[src/hrs_pkg.sv]
// Shared types, constants and the boundary reset helper for the heart-rate statistics block.
`timescale 1ns / 1ps

package hrs_pkg;

    // Field widths fixed by the request and result formats.
    localparam int RATE_W    = 8;
    localparam int BUCKET_W  = 3;
    localparam int TOTAL_W   = 32;
    localparam int SUM_W     = 32;
    localparam int COUNT_W   = 24;
    localparam int CFG_W     = 32;

    // The divider retires one quotient bit per cycle.
    localparam int DIV_STEPS  = SUM_W;
    localparam int DIV_STEP_W = $clog2(DIV_STEPS);

    localparam logic [TOTAL_W-1:0] TOTAL_MAX = '1;
    localparam logic [SUM_W-1:0]   SUM_MAX   = '1;
    localparam logic [COUNT_W-1:0] COUNT_MAX = '1;
    localparam logic [RATE_W-1:0]  RATE_MAX  = '1;

    // One request: a sample and the period whose summary is reported.
    typedef struct packed {
        logic [RATE_W-1:0] heart_rate;
        logic              report_period;
    } in_payload_t;

    // One result.
    typedef struct packed {
        logic [BUCKET_W-1:0] bucket;
        logic [TOTAL_W-1:0]  bucket_total;
        logic [RATE_W-1:0]   period_minimum;
        logic [RATE_W-1:0]   period_maximum;
        logic [RATE_W-1:0]   period_average;
    } out_payload_t;

    // Commands from the controller to the datapath.
    typedef struct packed {
        logic capture;
        logic update;
        logic div_load;
        logic div_step;
        logic out_load;
    } ctrl_cmd_t;

    // Status from the datapath to the controller.
    typedef struct packed {
        logic out_free;
    } ctrl_status_t;

    // Reset value of boundary i: 100 + 20*i, capped at 255.
    function automatic logic [RATE_W-1:0] boundary_reset(input int i);
        int v;
        v = 100 + 20 * i;
        if (v > 255)
        begin
            v = 255;
        end
        return RATE_W'(v);
    endfunction

endpackage

[src/hrs_regs.sv]
// Configuration register file holding the histogram bucket boundaries.
`timescale 1ns / 1ps

module hrs_regs
    import hrs_pkg::*;
#(
    parameter int NUM_BOUNDARIES = 4,
    parameter int ADDR_W         = 4
)
(
    input  logic                                  clk,
    input  logic                                  rst_n,
    input  logic                                  psel,
    input  logic                                  penable,
    input  logic                                  pwrite,
    input  logic [ADDR_W-1:0]                     paddr,
    input  logic [CFG_W-1:0]                      pwdata,
    output logic [CFG_W-1:0]                      prdata,
    output logic [NUM_BOUNDARIES-1:0][RATE_W-1:0] boundaries
);

    localparam int IDX_W = ADDR_W - 2;

    logic [NUM_BOUNDARIES-1:0][RATE_W-1:0] boundary_reg;
    logic [IDX_W-1:0]                      reg_idx;
    logic                                  idx_valid;
    logic                                  wr_en;

    // Registers sit on 32-bit word addresses.
    assign reg_idx   = paddr[ADDR_W-1:2];
    assign idx_valid = (32'(reg_idx) < 32'(NUM_BOUNDARIES));
    assign wr_en     = psel && penable && pwrite && idx_valid;

    // Boundary registers; writes outside the list are dropped.
    always_ff @(posedge clk or negedge rst_n)
    begin
        if (!rst_n)
        begin
            for (int i = 0; i < NUM_BOUNDARIES; i++)
            begin
                boundary_reg[i] <= boundary_reset(i);
            end
        end
        else if (wr_en)
        begin
            boundary_reg[reg_idx] <= pwdata[RATE_W-1:0];
        end
    end

    // Read data, zero for addresses without a register.
    always_comb
    begin
        prdata = '0;
        if (idx_valid)
        begin
            prdata = CFG_W'(boundary_reg[reg_idx]);
        end
    end

    assign boundaries = boundary_reg;

endmodule

[src/hrs_datapath.sv]
// Datapath: histogram, per-period statistics, serial divider and result register.
`timescale 1ns / 1ps

module hrs_datapath
    import hrs_pkg::*;
#(
    parameter int NUM_BOUNDARIES = 4,
    parameter int NUM_PERIODS    = 2
)
(
    input  logic                                  clk,
    input  logic                                  rst_n,
    input  in_payload_t                           in_data,
    input  logic [NUM_BOUNDARIES-1:0][RATE_W-1:0] boundaries,
    input  ctrl_cmd_t                             cmd,
    output ctrl_status_t                          status,
    output logic                                  out_valid,
    input  logic                                  out_stall,
    output out_payload_t                          out_data
);

    localparam int NUM_BUCKETS = NUM_BOUNDARIES + 1;
    localparam int BKT_W       = $clog2(NUM_BUCKETS);
    localparam int PER_W       = (NUM_PERIODS > 1) ? $clog2(NUM_PERIODS) : 1;

    // Captured request.
    logic [RATE_W-1:0]  rate_reg;
    logic [PER_W-1:0]   sel_reg;
    logic [PER_W-1:0]   sel_next;

    // Histogram and period statistics.
    logic [TOTAL_W-1:0] bucket_count_reg [NUM_BUCKETS];
    logic [RATE_W-1:0]  low_reg          [NUM_PERIODS];
    logic [RATE_W-1:0]  high_reg         [NUM_PERIODS];
    logic [SUM_W-1:0]   sum_reg          [NUM_PERIODS];
    logic [COUNT_W-1:0] count_reg        [NUM_PERIODS];
    logic [RATE_W-1:0]  low_next         [NUM_PERIODS];
    logic [RATE_W-1:0]  high_next        [NUM_PERIODS];
    logic [SUM_W-1:0]   sum_next         [NUM_PERIODS];
    logic [COUNT_W-1:0] count_next       [NUM_PERIODS];

    logic [BKT_W-1:0]   bucket_idx;
    logic [TOTAL_W-1:0] cur_total;
    logic [TOTAL_W-1:0] new_total;

    // Partial result held until the divider finishes.
    logic [BUCKET_W-1:0] res_bucket_reg;
    logic [TOTAL_W-1:0]  res_total_reg;
    logic [RATE_W-1:0]   res_min_reg;
    logic [RATE_W-1:0]   res_max_reg;

    // Restoring divider.
    logic [COUNT_W-1:0] div_rem_reg;
    logic [SUM_W-1:0]   div_quo_reg;
    logic [COUNT_W-1:0] div_den_reg;
    logic               div_zero_reg;
    logic [COUNT_W:0]   div_trial;
    logic [COUNT_W:0]   div_diff;
    logic               div_ge;
    logic [RATE_W-1:0]  average;

    // Output register.
    logic               out_valid_reg;
    logic               out_valid_next;
    out_payload_t       out_data_reg;

    // With a single period, period 0 is used; otherwise the request's period bit is the index.
    always_comb
    begin
        if (NUM_PERIODS > 1)
        begin
            sel_next = PER_W'(in_data.report_period);
        end
        else
        begin
            sel_next = '0;
        end
    end

    always_ff @(posedge clk)
    begin
        if (cmd.capture)
        begin
            rate_reg <= in_data.heart_rate;
            sel_reg  <= sel_next;
        end
    end

    // The first boundary above the sample picks the bucket, else the last bucket.
    always_comb
    begin
        bucket_idx = BKT_W'(NUM_BOUNDARIES);
        for (int b = NUM_BOUNDARIES - 1; b >= 0; b--)
        begin
            if (rate_reg < boundaries[b])
            begin
                bucket_idx = BKT_W'(b);
            end
        end
        cur_total = bucket_count_reg[bucket_idx];
        new_total = (cur_total == TOTAL_MAX) ? cur_total : cur_total + 1'b1;
    end

    // Next statistics of every period; sum and count hold once the count is full.
    always_comb
    begin
        for (int p = 0; p < NUM_PERIODS; p++)
        begin
            logic [SUM_W:0] sum_wide;
            sum_wide      = {1'b0, sum_reg[p]} + (SUM_W + 1)'(rate_reg);
            low_next[p]   = (rate_reg < low_reg[p])  ? rate_reg : low_reg[p];
            high_next[p]  = (rate_reg > high_reg[p]) ? rate_reg : high_reg[p];
            sum_next[p]   = sum_reg[p];
            count_next[p] = count_reg[p];
            if (count_reg[p] != COUNT_MAX)
            begin
                sum_next[p]   = sum_wide[SUM_W] ? SUM_MAX : sum_wide[SUM_W-1:0];
                count_next[p] = count_reg[p] + 1'b1;
            end
        end
    end

    // Architectural state.
    always_ff @(posedge clk or negedge rst_n)
    begin
        if (!rst_n)
        begin
            for (int b = 0; b < NUM_BUCKETS; b++)
            begin
                bucket_count_reg[b] <= '0;
            end
            for (int p = 0; p < NUM_PERIODS; p++)
            begin
                low_reg[p]   <= RATE_MAX;
                high_reg[p]  <= '0;
                sum_reg[p]   <= '0;
                count_reg[p] <= '0;
            end
        end
        else if (cmd.update)
        begin
            bucket_count_reg[bucket_idx] <= new_total;
            for (int p = 0; p < NUM_PERIODS; p++)
            begin
                low_reg[p]   <= low_next[p];
                high_reg[p]  <= high_next[p];
                sum_reg[p]   <= sum_next[p];
                count_reg[p] <= count_next[p];
            end
        end
    end

    // Bucket and its new total are known after the update.
    always_ff @(posedge clk)
    begin
        if (cmd.update)
        begin
            res_bucket_reg <= BUCKET_W'(bucket_idx);
            res_total_reg  <= new_total;
        end
        if (cmd.div_load)
        begin
            res_min_reg <= low_reg[sel_reg];
            res_max_reg <= high_reg[sel_reg];
        end
    end

    // One quotient bit per step: shift in the next dividend bit, subtract if it fits.
    assign div_trial = {div_rem_reg, div_quo_reg[SUM_W-1]};
    assign div_diff  = div_trial - {1'b0, div_den_reg};
    assign div_ge    = (div_trial >= {1'b0, div_den_reg});

    always_ff @(posedge clk)
    begin
        if (cmd.div_load)
        begin
            div_rem_reg  <= '0;
            div_quo_reg  <= sum_reg[sel_reg];
            div_den_reg  <= count_reg[sel_reg];
            div_zero_reg <= (count_reg[sel_reg] == '0);
        end
        else if (cmd.div_step)
        begin
            div_rem_reg <= div_ge ? div_diff[COUNT_W-1:0] : div_trial[COUNT_W-1:0];
            div_quo_reg <= {div_quo_reg[SUM_W-2:0], div_ge};
        end
    end

    // Empty period averages to zero; a quotient above 255 is clamped.
    always_comb
    begin
        if (div_zero_reg)
        begin
            average = '0;
        end
        else if (|div_quo_reg[SUM_W-1:RATE_W])
        begin
            average = RATE_MAX;
        end
        else
        begin
            average = div_quo_reg[RATE_W-1:0];
        end
    end

    // Result register; it frees when empty or when its result is taken.
    assign status.out_free = !out_valid_reg || !out_stall;

    always_comb
    begin
        if (cmd.out_load)
        begin
            out_valid_next = 1'b1;
        end
        else if (!out_stall)
        begin
            out_valid_next = 1'b0;
        end
        else
        begin
            out_valid_next = out_valid_reg;
        end
    end

    always_ff @(posedge clk or negedge rst_n)
    begin
        if (!rst_n)
        begin
            out_valid_reg <= 1'b0;
        end
        else
        begin
            out_valid_reg <= out_valid_next;
        end
    end

    always_ff @(posedge clk)
    begin
        if (cmd.out_load)
        begin
            out_data_reg.bucket         <= res_bucket_reg;
            out_data_reg.bucket_total   <= res_total_reg;
            out_data_reg.period_minimum <= res_min_reg;
            out_data_reg.period_maximum <= res_max_reg;
            out_data_reg.period_average <= average;
        end
    end

    assign out_valid = out_valid_reg;
    assign out_data  = out_data_reg;

endmodule

[src/hrs_ctrl.sv]
// Controller state machine sequencing update, division and result hand-off.
`timescale 1ns / 1ps

module hrs_ctrl
    import hrs_pkg::*;
(
    input  logic         clk,
    input  logic         rst_n,
    input  logic         in_valid,
    output logic         in_stall,
    input  ctrl_status_t status,
    output ctrl_cmd_t    cmd
);

    typedef enum logic [4:0] {
        S_IDLE   = 5'b00001,
        S_UPDATE = 5'b00010,
        S_LOAD   = 5'b00100,
        S_DIVIDE = 5'b01000,
        S_FINISH = 5'b10000
    } state_t;

    state_t                state_reg;
    state_t                state_next;
    logic [DIV_STEP_W-1:0] step_reg;
    logic [DIV_STEP_W-1:0] step_next;
    logic                  last_step;

    assign last_step = (step_reg == DIV_STEP_W'(DIV_STEPS - 1));

    // Next state and commands.
    always_comb
    begin
        state_next = state_reg;
        step_next  = step_reg;
        cmd        = '0;
        in_stall   = 1'b1;
        unique case (state_reg)
            S_IDLE:
            begin
                in_stall    = 1'b0;
                cmd.capture = in_valid;
                if (in_valid)
                begin
                    state_next = S_UPDATE;
                end
            end
            S_UPDATE:
            begin
                cmd.update = 1'b1;
                state_next = S_LOAD;
            end
            S_LOAD:
            begin
                cmd.div_load = 1'b1;
                step_next    = '0;
                state_next   = S_DIVIDE;
            end
            S_DIVIDE:
            begin
                cmd.div_step = 1'b1;
                step_next    = step_reg + 1'b1;
                if (last_step)
                begin
                    state_next = S_FINISH;
                end
            end
            S_FINISH:
            begin
                cmd.out_load = status.out_free;
                if (status.out_free)
                begin
                    state_next = S_IDLE;
                end
            end
            default:
            begin
                state_next = S_IDLE;
            end
        endcase
    end

    always_ff @(posedge clk or negedge rst_n)
    begin
        if (!rst_n)
        begin
            state_reg <= S_IDLE;
            step_reg  <= '0;
        end
        else
        begin
            state_reg <= state_next;
            step_reg  <= step_next;
        end
    end

endmodule

[src/heart_rate_statistics.sv]
// A request is taken while idle; the block then updates the statistics, loads and
// runs the 32-step serial divider, and loads the result register once it is free.
// No new request is taken until the result has been loaded.
// A finished result waits in the output register while the next request is taken.
// Reset (rst_n, asynchronous, active low) restores boundaries 100, 120, 140, 160,
// clears histogram, sums and counts, sets minimum to 255 and maximum to 0.
`timescale 1ns / 1ps

module heart_rate_statistics
    import hrs_pkg::*;
#(
    parameter int NUM_BOUNDARIES = 4,
    parameter int NUM_PERIODS    = 2,
    localparam int IDX_W  = (NUM_BOUNDARIES > 1) ? $clog2(NUM_BOUNDARIES) : 1,
    localparam int ADDR_W = IDX_W + 2
)
(
    input  logic              clk,
    input  logic              rst_n,
    input  logic              in_valid,
    output logic              in_stall,
    input  in_payload_t       in_data,
    output logic              out_valid,
    input  logic              out_stall,
    output out_payload_t      out_data,
    input  logic              psel,
    input  logic              penable,
    input  logic              pwrite,
    input  logic [ADDR_W-1:0] paddr,
    input  logic [CFG_W-1:0]  pwdata,
    output logic [CFG_W-1:0]  prdata,
    output logic              pready
);

    logic [NUM_BOUNDARIES-1:0][RATE_W-1:0] boundaries;
    ctrl_cmd_t                             cmd;
    ctrl_status_t                          status;

    assign pready = 1'b1;

    // Configuration registers.
    hrs_regs #(
        .NUM_BOUNDARIES (NUM_BOUNDARIES),
        .ADDR_W         (ADDR_W)
    ) u_regs (
        .clk        (clk),
        .rst_n      (rst_n),
        .psel       (psel),
        .penable    (penable),
        .pwrite     (pwrite),
        .paddr      (paddr),
        .pwdata     (pwdata),
        .prdata     (prdata),
        .boundaries (boundaries)
    );

    // Sequencer.
    hrs_ctrl u_ctrl (
        .clk      (clk),
        .rst_n    (rst_n),
        .in_valid (in_valid),
        .in_stall (in_stall),
        .status   (status),
        .cmd      (cmd)
    );

    // Statistics datapath.
    hrs_datapath #(
        .NUM_BOUNDARIES (NUM_BOUNDARIES),
        .NUM_PERIODS    (NUM_PERIODS)
    ) u_datapath (
        .clk        (clk),
        .rst_n      (rst_n),
        .in_data    (in_data),
        .boundaries (boundaries),
        .cmd        (cmd),
        .status     (status),
        .out_valid  (out_valid),
        .out_stall  (out_stall),
        .out_data   (out_data)
    );

    // A taken request keeps the input stalled while it is worked on.
    assert property (@(posedge clk) disable iff (!rst_n)
        (in_valid && !in_stall) |=> in_stall)
        else $error("input not stalled after a request was taken");

    // The result register is only loaded when it is free.
    assert property (@(posedge clk) disable iff (!rst_n)
        cmd.out_load |-> status.out_free)
        else $error("result loaded over a pending result");

    // A result appears only after a load command.
    assert property (@(posedge clk) disable iff (!rst_n)
        $rose(out_valid) |-> $past(cmd.out_load))
        else $error("result valid without a load");

    // Statistics never change while the divider is stepping.
    assert property (@(posedge clk) disable iff (!rst_n)
        cmd.div_step |-> !cmd.update && !cmd.capture)
        else $error("statistics update during division");

endmodule

[config.mk]
export PLATFORM = sky130hd
export DESIGN_NAME = heart_rate_statistics
export DESIGN_NICKNAME = d
export VERILOG_FILES = /design/src/hrs_pkg.sv /design/src/hrs_regs.sv /design/src/hrs_datapath.sv /design/src/hrs_ctrl.sv /design/src/heart_rate_statistics.sv
export SDC_FILE = /design/constraint.sdc
export NUM_CORES = 1
export LEC_CHECK = 0
export ABC_AREA = 0
export BUFFER_PORTS_ARGS = -buffer_cell sky130_fd_sc_hd__clkbuf_2
export CAP_MARGIN = 30
export CORE_AREA = 4 4 287 232
export CTS_CLUSTER_DIAMETER = 40
export DETAILED_ROUTE_END_ITERATION = 7
export DIE_AREA = 0 0 291 236
export PLACE_DENSITY_LB_ADDON = 0.12
export SYNTH_ARGS = -nofsm -noshare
export SYNTH_HDL_FRONTEND = slang
export SYNTH_SLANG_ARGS = --single-unit
[constraint.sdc]
create_clock -name clk -period 8.85 [get_ports clk]
set_input_delay 1.77 -clock clk [delete_from_list [all_inputs] [get_ports clk]]
set_output_delay 1.77 -clock clk [all_outputs]
set_load 0.01 [all_outputs]
Word level (Yosys, flattened, before mapping)

Cells that the tools add are included.

Register bits after elaboration: 547
Bits of input ports: 52
Output and inout port bits: 94
Word-level logic and storage cells: 136

Add/sub/neg operators: 7
Order comparisons: 14
Eq/ne operators: 13
Muxes and demuxes: 47
Bitwise logic cells: 2
Reduce and logical (&&, ||, !) cells: 18

Operator list:

| operator                | count |
|---|---|
| $mux W32                | 11 |
| $bwmux W160             | 1 |
| $bmux W32 S3            | 1 |
| $demux W32 S3           | 1 |
| $mux W24                | 4 |
| $mux W8                 | 9 |
| $add A32 B8 Y33         | 2 |
| $add A24 B1 Y24 const B | 2 |
| $lt A8 B8 Y1            | 6 |
| $ne A24 B24 Y1 const B  | 2 |
| $add A32 B1 Y32 const B | 1 |
| $bwmux W32              | 1 |
| $eq A32 B32 Y1 const B  | 1 |
| $ge A25 B24 Y1          | 1 |
| $pmux W5 S5             | 1 |
| $logic_not A24 Y1       | 1 |
| $reduce_or A24 Y1       | 1 |
| $sub A24 B24 Y24        | 1 |
| $bmux W8 S2             | 1 |
| $demux W8 S2            | 1 |
| $gt A8 B8 Y1            | 2 |
| $mux W5                 | 3 |
| $mux W3                 | 4 |
| $reduce_and A2 Y1       | 6 |
| 22 further kinds        | 37 |

Depth between registers and ports, before layout

Gate-level depths: netlist of run 1.

Depth in word-level cells: 12
Gate-level depth with buffers: 20
Depth with buffers taken out: 17

By module

A second synthesis of run 1 with hierarchy kept.

Cell total of the unflattened synthesis: 2618
Area total of the unflattened synthesis: 27868.0 µm²

Modules (own cells, without submodules):

| module                | times used | cells each | area each (µm²) | seq. area each (µm²) |
|---|---|---|---|---|
| hrs_datapath          | 1          | 2443       | 25577.0         | 13417.9 |
| hrs_regs              | 1          | 105        | 1649.1          | 815.8 |
| hrs_ctrl              | 1          | 68         | 630.6           | 251.5 |
| heart_rate_statistics | 1          | 2          | 11.3            | 0.0 |

Worst setup path after synthesis of run 1

Ideal clock, no wire load.

Kind: in2reg
Start: input out_stall
End: register u_datapath.out_data_reg (netlist bit u_datapath.out_data[0]) (enable)
Setup time: 495 ps
Arrival time: 4662 ps
Required time: 8355 ps
Slack: 3692 ps
Stages on the path: 1
Buffers on the path: 0
Cell sequence: a21oi_1

Longest elaborated chain between the ends: 3

Ends and longest elaborated chain:

| what               | line                        | text |
|---|---|---|
| from (decl)        | heart_rate_statistics.sv:24 | `input logic out_stall,` |
| $logic_not A1 Y1   | hrs_datapath.sv:207         | `assign status.out_free = !out_valid_reg \|\| !out_stall;` |
| $logic_or A1 B1 Y1 | hrs_datapath.sv:207         |  |
| $mux W1            | hrs_ctrl.sv:38              | `unique case (state_reg)` |
| to (decl)          | hrs_datapath.sv:65          | `out_payload_t out_data_reg;` |

Every way passes these cells.
A chain may end at the register's enable or synchronous reset.

Final worst setup path of run 1

Start: register u_datapath.rate_reg[7]
End: register u_datapath.res_total_reg[9] (data pin)

Longest elaborated chain between the ends: 11
Elaborated cells on any way between the ends: 15
Those cells by class: 1 x add/sub; 4 x order compare; 1 x eq/ne; 8 x mux; 1 x bitwise

Ends and longest elaborated chain:

| what                                                     | line                | text |
|---|---|---|
| from (decl)                                              | hrs_datapath.sv:27  | `logic [RATE_W-1:0] rate_reg;` |
| from (signal assigned)                                   | hrs_datapath.sv:84  | `rate_reg <= in_data.heart_rate;` |
| $lt A8 B8 Y1                                             | hrs_datapath.sv:95  | `if (rate_reg < boundaries[b])` |
| $mux W3 (3 in a row)                                     | hrs_datapath.sv:95  |  |
| $mux W3 *                                                | hrs_datapath.sv:95  |  |
| $not A3 Y4 (not written as such) *                       | hrs_datapath.sv:100 | `cur_total = bucket_count_reg[bucket_idx];` |
| $bmux W32 S3 *                                           | hrs_datapath.sv:100 |  |
| $mux W32 (not written as such) * (2 in a row)            | hrs_datapath.sv:100 |  |
| $add A32 B1 Y32 / $eq A32 B32 Y1 (equally long branches) | hrs_datapath.sv:101 | `new_total = (cur_total == TOTAL_MAX) ? cur_total : cur_total + 1'b1;` |
| $mux W32 *                                               | hrs_datapath.sv:101 |  |
| net u_datapath.new_total[9]                              | hrs_datapath.sv:44  | `logic [TOTAL_W-1:0] new_total;` |
| to (signal assigned)                                     | hrs_datapath.sv:159 | `res_total_reg <= new_total;` |
| to (decl)                                                | hrs_datapath.sv:48  | `logic [TOTAL_W-1:0] res_total_reg;` |

Mark *: on every way through the listed nets, which the timed path passes. The rest lies on a longest branch. The select of a mux whose other input is x is not followed.

==> results of run 1 <==
## area by class of cell
type | instances | share of cell area [%]
clock inverter | 57 | 2.55
multi-input combinational | 1745 | 36.3
sequential | 547 | 45.6
tap | 850 | 3.35
timing repair buffer | 150 | 3.04
clock buffer | 99 | 7.02
inverter | 181 | 2.14
## cell families (layout without fill, tap and decap cells)
group                      after synthesis  count (layout)  share of synthesized area, %
AOI/OAI and AO/OA                      595             595                          13.5
other                                    2              25                        0.0276
xor gates and xnor gates               121             121                          4.12
adders and majority gates              106             106                          4.96
buffers and inverters                  306             487                          4.74
and+or+nand+nor                        737             737                          12.7
DFF                                    547             547                          53.3
muxes                                  161             161                          6.68
## layer usage
layer  GRT usage, %  up-vias
li1               -     9416
met1           30.3     9709
met2           30.5      446
met3           3.48      103
met4           5.47        0
met5              0        -
## where the power goes
group | internal, mW | total, mW | switching, mW
Clock | 2.29 | 3.55 | 1.26
Sequential | 3.24 | 3.56 | 0.313
Combinational | 1.46 | 3.74 | 2.29
Total | 7.00 | 10.9 | 3.86
## cells in the final DEF, fill, tap and decap left out, types with 50 or more instances in the layout
cell type  count
nor2_1       106
buf_4         50
dfrtp_1      318
clkbuf_2      93
a21oi_1       58
clkbuf_16     86
xnor2_1       73
inv_1        179
mux2_2        80
nand2_1      349
o21ai_0      272
nand3_1       60
mux2i_1       72
edfxtp_1     176
ha_1         103
## per-stage QoR
step / std cells / power, mW / setup WS (ns)
floorplan: 2598 / 6.18 / 3.69
global placement: 3468 / 7.17 / 2.94
detailed placement: 3472 / 7.32 / 2.91
CTS: 3628 / 10.9 / 2.87
global route: 3629 / 11.5 / 2.48
finish: 3629 / 10.9 / 2.82
## how the worst min path moves through the flow
stage,slack [ns],start,end,depth (start not counted)
after floorplan,0.40,u_datapath.res_max_reg[2],u_datapath.out_data[10],0
after global placement,0.40,u_datapath.res_total_reg[1],u_datapath.out_data[25],0
after detailed placement,0.40,u_datapath.res_max_reg[5],u_datapath.out_data[13],0
after CTS,0.42,u_datapath.res_total_reg[21],u_datapath.out_data[45],0
after global routing,0.42,u_datapath.res_total_reg[21],u_datapath.out_data[45],0
final,0.42,u_datapath.res_total_reg[29],u_datapath.out_data[53],0
==> flow_summary.ini, run 1 <==
[worst_setup_path]
cp.required_ns = 9.19
crit_family = simple AND/OR/NAND/NOR gates
crit_path_cell_trace = buf_4, ha_1, and3_1, and3_1, a21oi_2, buf_4, and2_1, a2bb2oi_1, ha_1, inv_1, a2111oi_0, nand4_1, nor2_1, a2111oi_2, xor2_1, inv_1
reg2reg_to = u_datapath.res_total_reg[9]
critPathLaunch = u_datapath.rate_reg[7]
critical_path_class = reg2reg
worst-path-buf-inv = 4
rr_worst_depth = 16
start_kind = flip-flop
end_kind = flip-flop
reg2reg_from = u_datapath.rate_reg[7]
worst-path-stages = 16
critPathMaxStageDelay_ns = 0.63
endpoint = u_datapath.res_total_reg[9]
cp_max_fo = 14
crit_arrival_ns = 6.37
reg2reg_slack_ns = 2.82
slowest_stage = a21oi_2

[grt]
antenna_found_initial = 1
grt_pass1_vias = 19300
grt_first_pass_wirelength_mm = 111
grt_use_total_pct = 20.3
grt_start_max_net_pins = 141
gr-total-overflow = 0

[cells_and_area]
drive_gt1_share_pct = 16.6
antennaDiodeCount = 0
final_cell_area_um2 = 31800
multi_input_area_um2 = 11600
final-seq-area_um2 = 14500
num-fill-cells = 5760
largest_register_ffs = 160
area_delta_synth_final_pct = 17.0
fin_nets = 2867
final_util_pct = 49.9

[clock_tree]
numCtsBuffers = 84
cts_setup_buffers = 0
tritoncts = done
clockBufferDepth = 3
cts.sinks = 547
clk_latency_ns = 0.62
clock_tree.root_cell = clkbuf_16
h-tree-depth = 3
clk_pin_slew_worst_paths_ns = 0.06
cts.repair.resized = 0
cts_hold_buffers = 0

[drt]
via_per_inst = 5.42
dr.pass1.iters = 5
remaining_drc_errors = 0
met1_length_mm = 34.8
top_layer = met4
vias = 19700
wl_met2_mm = 30.6
wl_met3_mm = 3.35
drtAntennaViolNets = 0
first_iter_violations = 1360
wire_per_inst_um = 19.4
wirelength_mm = 70.3

[die]
die_area_um2 = 68700
fp-row-count = 83
coreArea_um2 = 63800
initial_core_util_pct = 42.6
die_w_um = 291
die_y_um = 236
io_pins = 146

[synth]
yosysSeqAreaShare_pct = 53.3
yosysTopAreaCell = dfrtp_1
synthCells = 2575
ys_ff_latch = 547
yosysWarnings = 0
syn_area_per_cell_um2 = 10.6
synth_top_area_share_pct = 29.3
synthArstFlopShare_pct = 63.4
yosys-top-cells-area = dfrtp_1 (29%), edfxtp_1 (19%), o21ai_0 (5.0%)
synth_most_common_cell = nand2_1
netlist_area_um2 = 27200
synth_edf_count = 176
synth.top_cells.by_count = nand2_1 (351), dfrtp_1 (318), o21ai_0 (272)
synth-main-ff-cell = dfrtp_1
synth.distinct_cells = 92

[place]
gp_congestion = 0.817
post_dp_cell_area_um2 = 28700
port_buffers = 94
dp_hpwl_mm = 47.2

[sta]
fin_skew_ns = 0.0246
final.setup.tns_ns = 0
rsz0062_at_grt = no
max_slew_margin_pct = 35.2
hold_viol = 0
fmaxAchievable_ghz = 0.166
setup_viol = 0
whs_ns = 0.416
finalMaxSlewViolations = 0
period_minus_slack_ns = 6.03
post-route-period-util_pct = 68.1
tightest_slew_ns = 0.967

[power_and_ir_drop]
ir_worst_vdd_mv = 0.182
powerDensity_nw_per_um2 = 341
p_leak_nw = 13.8

[flow_run]
maxCapViolCount = 0

[run_status]
status = finished clean

[min_path]
hold_class = reg2reg
No activity file was read; power rests on OpenSTA's default activity.
==> inputs of run 2 (changes only) <==
Settings changed: ABC_AREA 0 to 1, CORE_AREA 4 4 287 232 to 4 4 295 239, DIE_AREA 0 0 291 236 to 0 0 299 243.
Clock period 8.85 ns to 6.26 ns, I/O delays scaled along.
==> run 2 against run 1 <==
Against the previous run: maximum frequency is 20% higher; non-clock buffer count fell by 15; sequential power grew 54%; flip-flop and latch count stayed put; core utilization fell by 0.44 points; combinational power is 100% higher; synthesized cell count increased by 31%; critical path type unchanged.
==> flow_summary.ini, run 2 <==
[synth]
synth-main-ff-cell = dfrtp_1
synth.distinct_cells = 64
yosysSeqAreaShare_pct = 50.3
synthArstFlopShare_pct = 63.4
yosysWarnings = 0
synthCells = 3386
synth_top_area_share_pct = 27.6
synth_edf_count = 176
synth.top_cells.by_count = nand2_1 (1140), inv_1 (329), dfrtp_1 (318)
yosys-top-cells-area = dfrtp_1 (28%), edfxtp_1 (18%), nand2_1 (15%)
ys_ff_latch = 547
netlist_area_um2 = 28800
yosysTopAreaCell = dfrtp_1
syn_area_per_cell_um2 = 8.51
synth_most_common_cell = nand2_1

[place]
port_buffers = 94
dp_hpwl_mm = 53.0
gp_congestion = 0.934

[drt]
drtAntennaViolNets = 0
wire_per_inst_um = 17.3
vias = 23200
dr.pass1.iters = 6
wirelength_mm = 78.0
first_iter_violations = 2084
remaining_drc_errors = 0
via_per_inst = 5.17

[grt]
globalRouteMet1Util_pct = 33.6
grt_first_pass_wirelength_mm = 125
grt_pass1_vias = 22600
grt_start_max_net_pins = 134
gr-total-overflow = 0
grt_use_met2_pct = 30.6
grt_busiest_layer = met1
antenna_found_initial = 0
grt_use_met3_pct = 3.91
grt_use_total_pct = 21.5

[flow_run]
maxCapViolCount = 0

[sta]
tightest_slew_ns = 1.06
hold_viol = 0
setup_viol = 0
fin_skew_ns = 0.0174
post-route-period-util_pct = 80.0
finalMaxSlewViolations = 0
whs_ns = 0.417
rsz0062_at_grt = no
final.setup.tns_ns = 0
fmaxAchievable_ghz = 0.200
max_slew_margin_pct = 28.9
period_minus_slack_ns = 5.01

[clock_tree]
tritoncts = done
cts_setup_buffers = 0
cts_hold_buffers = 0
clk_latency_ns = 0.65
clockBufferDepth = 3
clock_tree.root_cell = clkbuf_16
h-tree-depth = 3
numCtsBuffers = 91
clk_pin_slew_worst_paths_ns = 0.05
cts.repair.resized = 0
cts.sinks = 547

[worst_setup_path]
cp_max_fo = 31
endpoint = u_datapath.res_total_reg[30]
end_kind = flip-flop
reg2reg_to = u_datapath.res_total_reg[30]
rr_worst_depth = 18
critical_path_class = reg2reg
critPathLaunch = u_datapath.rate_reg[5]
cp.required_ns = 6.63
start_kind = flip-flop
crit_arrival_ns = 5.38
reg2reg_slack_ns = 1.25
reg2reg_from = u_datapath.rate_reg[5]

[cells_and_area]
fin_nets = 3662
antennaDiodeCount = 0
area_delta_synth_final_pct = 15.3
drive_gt1_share_pct = 11.8
final_common_cell = nand2_1
final_util_pct = 49.4
final_cell_mix = nand2_1 (1140), inv_1 (329), dfrtp_1 (318)
num-fill-cells = 6343
largest_register_ffs = 160

[die]
initial_core_util_pct = 42.8
fp-row-count = 85
coreArea_um2 = 67200
die_y_um = 243
die_area_um2 = 72700
die_w_um = 299
io_pins = 146

[power_and_ir_drop]
ir_worst_vdd_mv = 0.316
finalPower_mw = 18.0
powerDensity_nw_per_um2 = 542
p_leak_nw = 15.4

[min_path]
hold_class = reg2reg

[run_status]
status = finished clean
[run 2: cell count changes after synthesis, sizes merged, moves of 31 or more]
cell    change
mux2       -79
nand2     +808
mux2i      -72
xnor2      -49
nand3     +146
inv       +156
and3       -31
o21ai      -83
a211oi     -44
nor2       +99
a21oi      +68
[run 2: through the flow]
step / setup slack [ns] / cells / instance area, um^2
floorplan: 1.62 / 3409 / 28900
global placement: 1.33 / 4322 / 30100
detailed placement: 1.30 / 4324 / 30100
CTS: 1.26 / 4496 / 33200
global route: 0.829 / 4496 / 33200
finish: 1.25 / 4496 / 33200
[run 2: power breakdown]
group | switching, mW | internal (mW) | leakage, nW
registers | 0.601 | 4.89 | 6.30
logic | 5.18 | 2.32 | 7.58
clock network | 1.91 | 3.11 | 1.49
[run 2: layout make-up]
class / instances / area, um^2 / share of cell area (%)
inverters: 342 / 1280 / 3.87
repair buffers: 135 / 813 / 2.45
flip-flops and latches: 547 / 14500 / 43.6
clock buffers: 108 / 2420 / 7.29
well taps: 913 / 1140 / 3.44
clock inverters: 64 / 698 / 2.10
multi-input cells: 2387 / 12400 / 37.2
[run 2: worst min path at each step]
stage | start | depth (start not counted) | to
final | u_datapath.res_total_reg[25] | 0 | u_datapath.out_data[49]
after global routing | u_datapath.res_total_reg[25] | 0 | u_datapath.out_data[49]
after CTS | u_datapath.res_total_reg[25] | 0 | u_datapath.out_data[49]
after detailed placement | u_datapath.res_total_reg[7] | 0 | u_datapath.out_data[31]
after global placement | u_datapath.res_total_reg[19] | 0 | u_datapath.out_data[43]
after floorplan | u_datapath.res_max_reg[2] | 0 | u_datapath.out_data[10]
[run 2: cell families (layout without fill, tap and decap cells)]
logic type	after synthesis	after routing	share of synthesized area, %
AOI/OAI and AO/OA	449	449	8.70
xor gates and xnor gates	88	88	2.68
adders and majority gates	106	106	4.68
buffers and inverters	475	649	7.20
DFF	547	547	50.3
muxes	2	2	0.0739
other	2	25	0.0261
and+or+nand+nor	1717	1717	26.3
[run 2: metal layers]
layer  share of wire [%]  vias up
li1                    -    11300
met1                  51    11200
met2                  41      645
met3                 6.0      111
met4                 1.9        0
met5                   0        -
[run 2: worst max-delay path, stage by stage, from the launching register on]
cell      delay (ns)
edfxtp_1        0.78
ha_1            0.38
a21oi_1         0.14
nor2_1          0.05
a211oi_1        0.31
nand2_4         0.38
nand2_4         0.36
nand2_8         0.20
buf_4           0.31
nand2_1         0.09
nand3_1         0.07
nand3_1         0.25
nand2_1         0.14
nor2_1          0.22
nand2_1         0.19
nor2_1          0.48
nand2_1         0.11
nand2_1         0.12
nand3_4         0.11
==> inputs of run 3 (changes only) <==
Clock period 6.26 ns to 4 ns, I/O delays scaled along.
==> run 3 against run 2 <==
Against the previous run: flip-flop and latch count unchanged; first-iteration DRC count about the same; power increased by 60%; sequential share of layout area shrank 0.67 points; critical path depth grew 3; wire length up 3.2%; design area rose by 1.6%; core utilization is 0.77 points higher; critical path type unchanged.
==> flow_summary.ini, run 3 (synthesis gave the netlist of run 2 again) <==
[die]
initial_core_util_pct = 42.8
io_pins = 146
die_w_um = 299
die_area_um2 = 72700
die_y_um = 243
fp-row-count = 85
coreArea_um2 = 67200

[cells_and_area]
final_common_cell = nand2_1
antennaDiodeCount = 0
final_cell_mix = nand2_1 (1139), inv_1 (329), dfrtp_1 (318)
largest_register_ffs = 160
multi_input_area_um2 = 12500
final_cell_area_um2 = 33700
drive_gt1_share_pct = 13.6
fin_nets = 3721
final-seq-area_um2 = 14500
num-fill-cells = 6385
area_delta_synth_final_pct = 17.1

[worst_setup_path]
reg2reg_from = u_regs.boundaries[13]
reg2reg_to = u_datapath.res_total_reg[1]
critPathLaunch = u_regs.boundaries[13]
endpoint = u_datapath.res_total_reg[1]
cp_max_fo = 20
critPathMostFrequentCell = nand2_4
crit_arrival_ns = 4.18
reg2reg_slack_ns = 0.20
worst-path-buf-inv = 4
crit_path_cell_trace = inv_1, ha_1, a21oi_1, nor2_1, a211oi_2, nand2_4, nand2_8, nand2_8, buf_4, clkbuf_16, nor2_4, nor2_1, nor2_4, nand2_1, nor2_2, nand2_2, nor2_4, nand2_4, buf_12, nand2_4, nand2_4
worst-path-stages = 21
cp.required_ns = 4.37
end_kind = flip-flop
critical_path_class = reg2reg
crit_family = simple AND/OR/NAND/NOR gates
start_kind = flip-flop
rr_worst_depth = 21
critPathMaxStageDelay_ns = 0.54
slowest_stage = dfstp_2

[place]
port_buffers = 94
post_dp_cell_area_um2 = 30600
dp_hpwl_mm = 55.0
pre_cts_slack_ns = 0.0388
gp_congestion = 0.940

[power_and_ir_drop]
ir_worst_vdd_mv = 0.514
p_leak_nw = 15.7
powerDensity_nw_per_um2 = 853

[clock_tree]
clk_pin_slew_worst_paths_ns = 0.06
clk_latency_ns = 0.64
clock_tree.root_cell = clkbuf_16
h-tree-depth = 3
numCtsBuffers = 87
clockBufferDepth = 3
cts.sinks = 547
tritoncts = done
cts_hold_buffers = 0

[drt]
vias = 23400
wirelength_mm = 80.5
dr.pass1.iters = 5
first_iter_violations = 2085
drtAntennaViolNets = 0
remaining_drc_errors = 0
wire_per_inst_um = 17.7
via_per_inst = 5.15

[sta]
post-route-period-util_pct = 95.1
whs_ns = 0.153
fin_ws_ns = 0.196
fmaxAchievable_ghz = 0.263
max_slew_margin_pct = 45.8
hold_viol = 0
finalMaxSlewViolations = 0
final.setup.tns_ns = 0
tightest_slew_ns = 0.813
period_minus_slack_ns = 3.80
setup_viol = 0
fin_skew_ns = 0.0251

[grt]
grt_start_max_net_pins = 98
grt_pass1_vias = 22700
antenna_found_initial = 0
grt_first_pass_wirelength_mm = 128
gr-total-overflow = 0
grt_use_total_pct = 22.0

[flow_run]
maxCapViolCount = 0

[min_path]
hold_class = in2async

[run_status]
status = finished clean
run 3: through the flow:
| stage | util (%) | power [mW] | cells |
|---|---|---|---|
| global placement | 45.5 | 20.6 | 4372 |
| global route | 50.2 | 30.9 | 4551 |
| CTS | 49.9 | 28.5 | 4539 |
| detailed placement | 45.5 | 20.9 | 4375 |
| floorplan | - | 17.1 | 3409 |
| finish | 50.2 | 28.8 | 4551 |
run 3: worst min path at each step:
stage / from / endpoint / cells after the start
after floorplan: u_datapath.res_max_reg[2] / u_datapath.out_data[10] / 0
after global placement: u_datapath.res_total_reg[0] / u_datapath.out_data[24] / 0
after detailed placement: u_datapath.res_total_reg[1] / u_datapath.out_data[25] / 0
after CTS: rst_n / u_datapath.sum_reg[60] / 1
after global routing: rst_n / u_datapath.sum_reg[60] / 1
final: rst_n / u_datapath.sum_reg[59] / 1
run 3: per-layer routing:
layer / up-vias / share of wire [%] / wire (um) / GRT usage, %
met3: 121 / 6.2 / 5020 / 4.40
met4: 0 / 1.9 / 1560 / 5.64
met2: 678 / 40 / 32500 / 30.7
met5: - / 0 / 0 / 0
li1: 11400 / - / - / -
met1: 11200 / 51 / 41400 / 34.6
run 3: power breakdown:
| group | switching [mW] | total (mW) | internal (mW) |
|---|---|---|---|
| sequential | 0.855 | 8.50 | 7.64 |
| combinational | 8.55 | 12.8 | 4.28 |
| clock | 2.99 | 7.45 | 4.45 |
| total | 12.4 | 28.8 | 16.4 |
run 3: area by class of cell:
| type | count | area share [%] |
|---|---|---|
| clock buffers | 99 | 6.80 |
| repair buffers | 196 | 4.27 |
| flip-flops and latches | 547 | 42.9 |
| well taps | 913 | 3.39 |
| clock inverters | 65 | 1.87 |
| inverters | 342 | 3.81 |
| multi-input cells | 2389 | 36.9 |
run 3: worst reg2reg max path, stage by stage (launching register included):
cell and delay, ns:
dfstp_2 0.54, inv_1 0.06, ha_1 0.30, a21oi_1 0.13, nor2_1 0.06, a211oi_2 0.23, nand2_4 0.18, nand2_8 0.22
nand2_8 0.11, buf_4 0.17, clkbuf_16 0.19, nor2_4 0.08, nor2_1 0.06, nor2_4 0.16, nand2_1 0.11, nor2_2 0.16
nand2_2 0.12, nor2_4 0.19, nand2_4 0.09, buf_12 0.21, nand2_4 0.09, nand2_4 0.08
run 3: timing repair:
| item | CTS | global route |
|---|---|---|
| resized for setup | 1 | 20 |
| pin swaps | 0 | 5 |
| setup endpoints to repair | 1 | 197 |
| setup buffers | 0 | 9 |
| cloned | 0 | 3 |
| endpoints found under the hold margin | 0 | 0 |
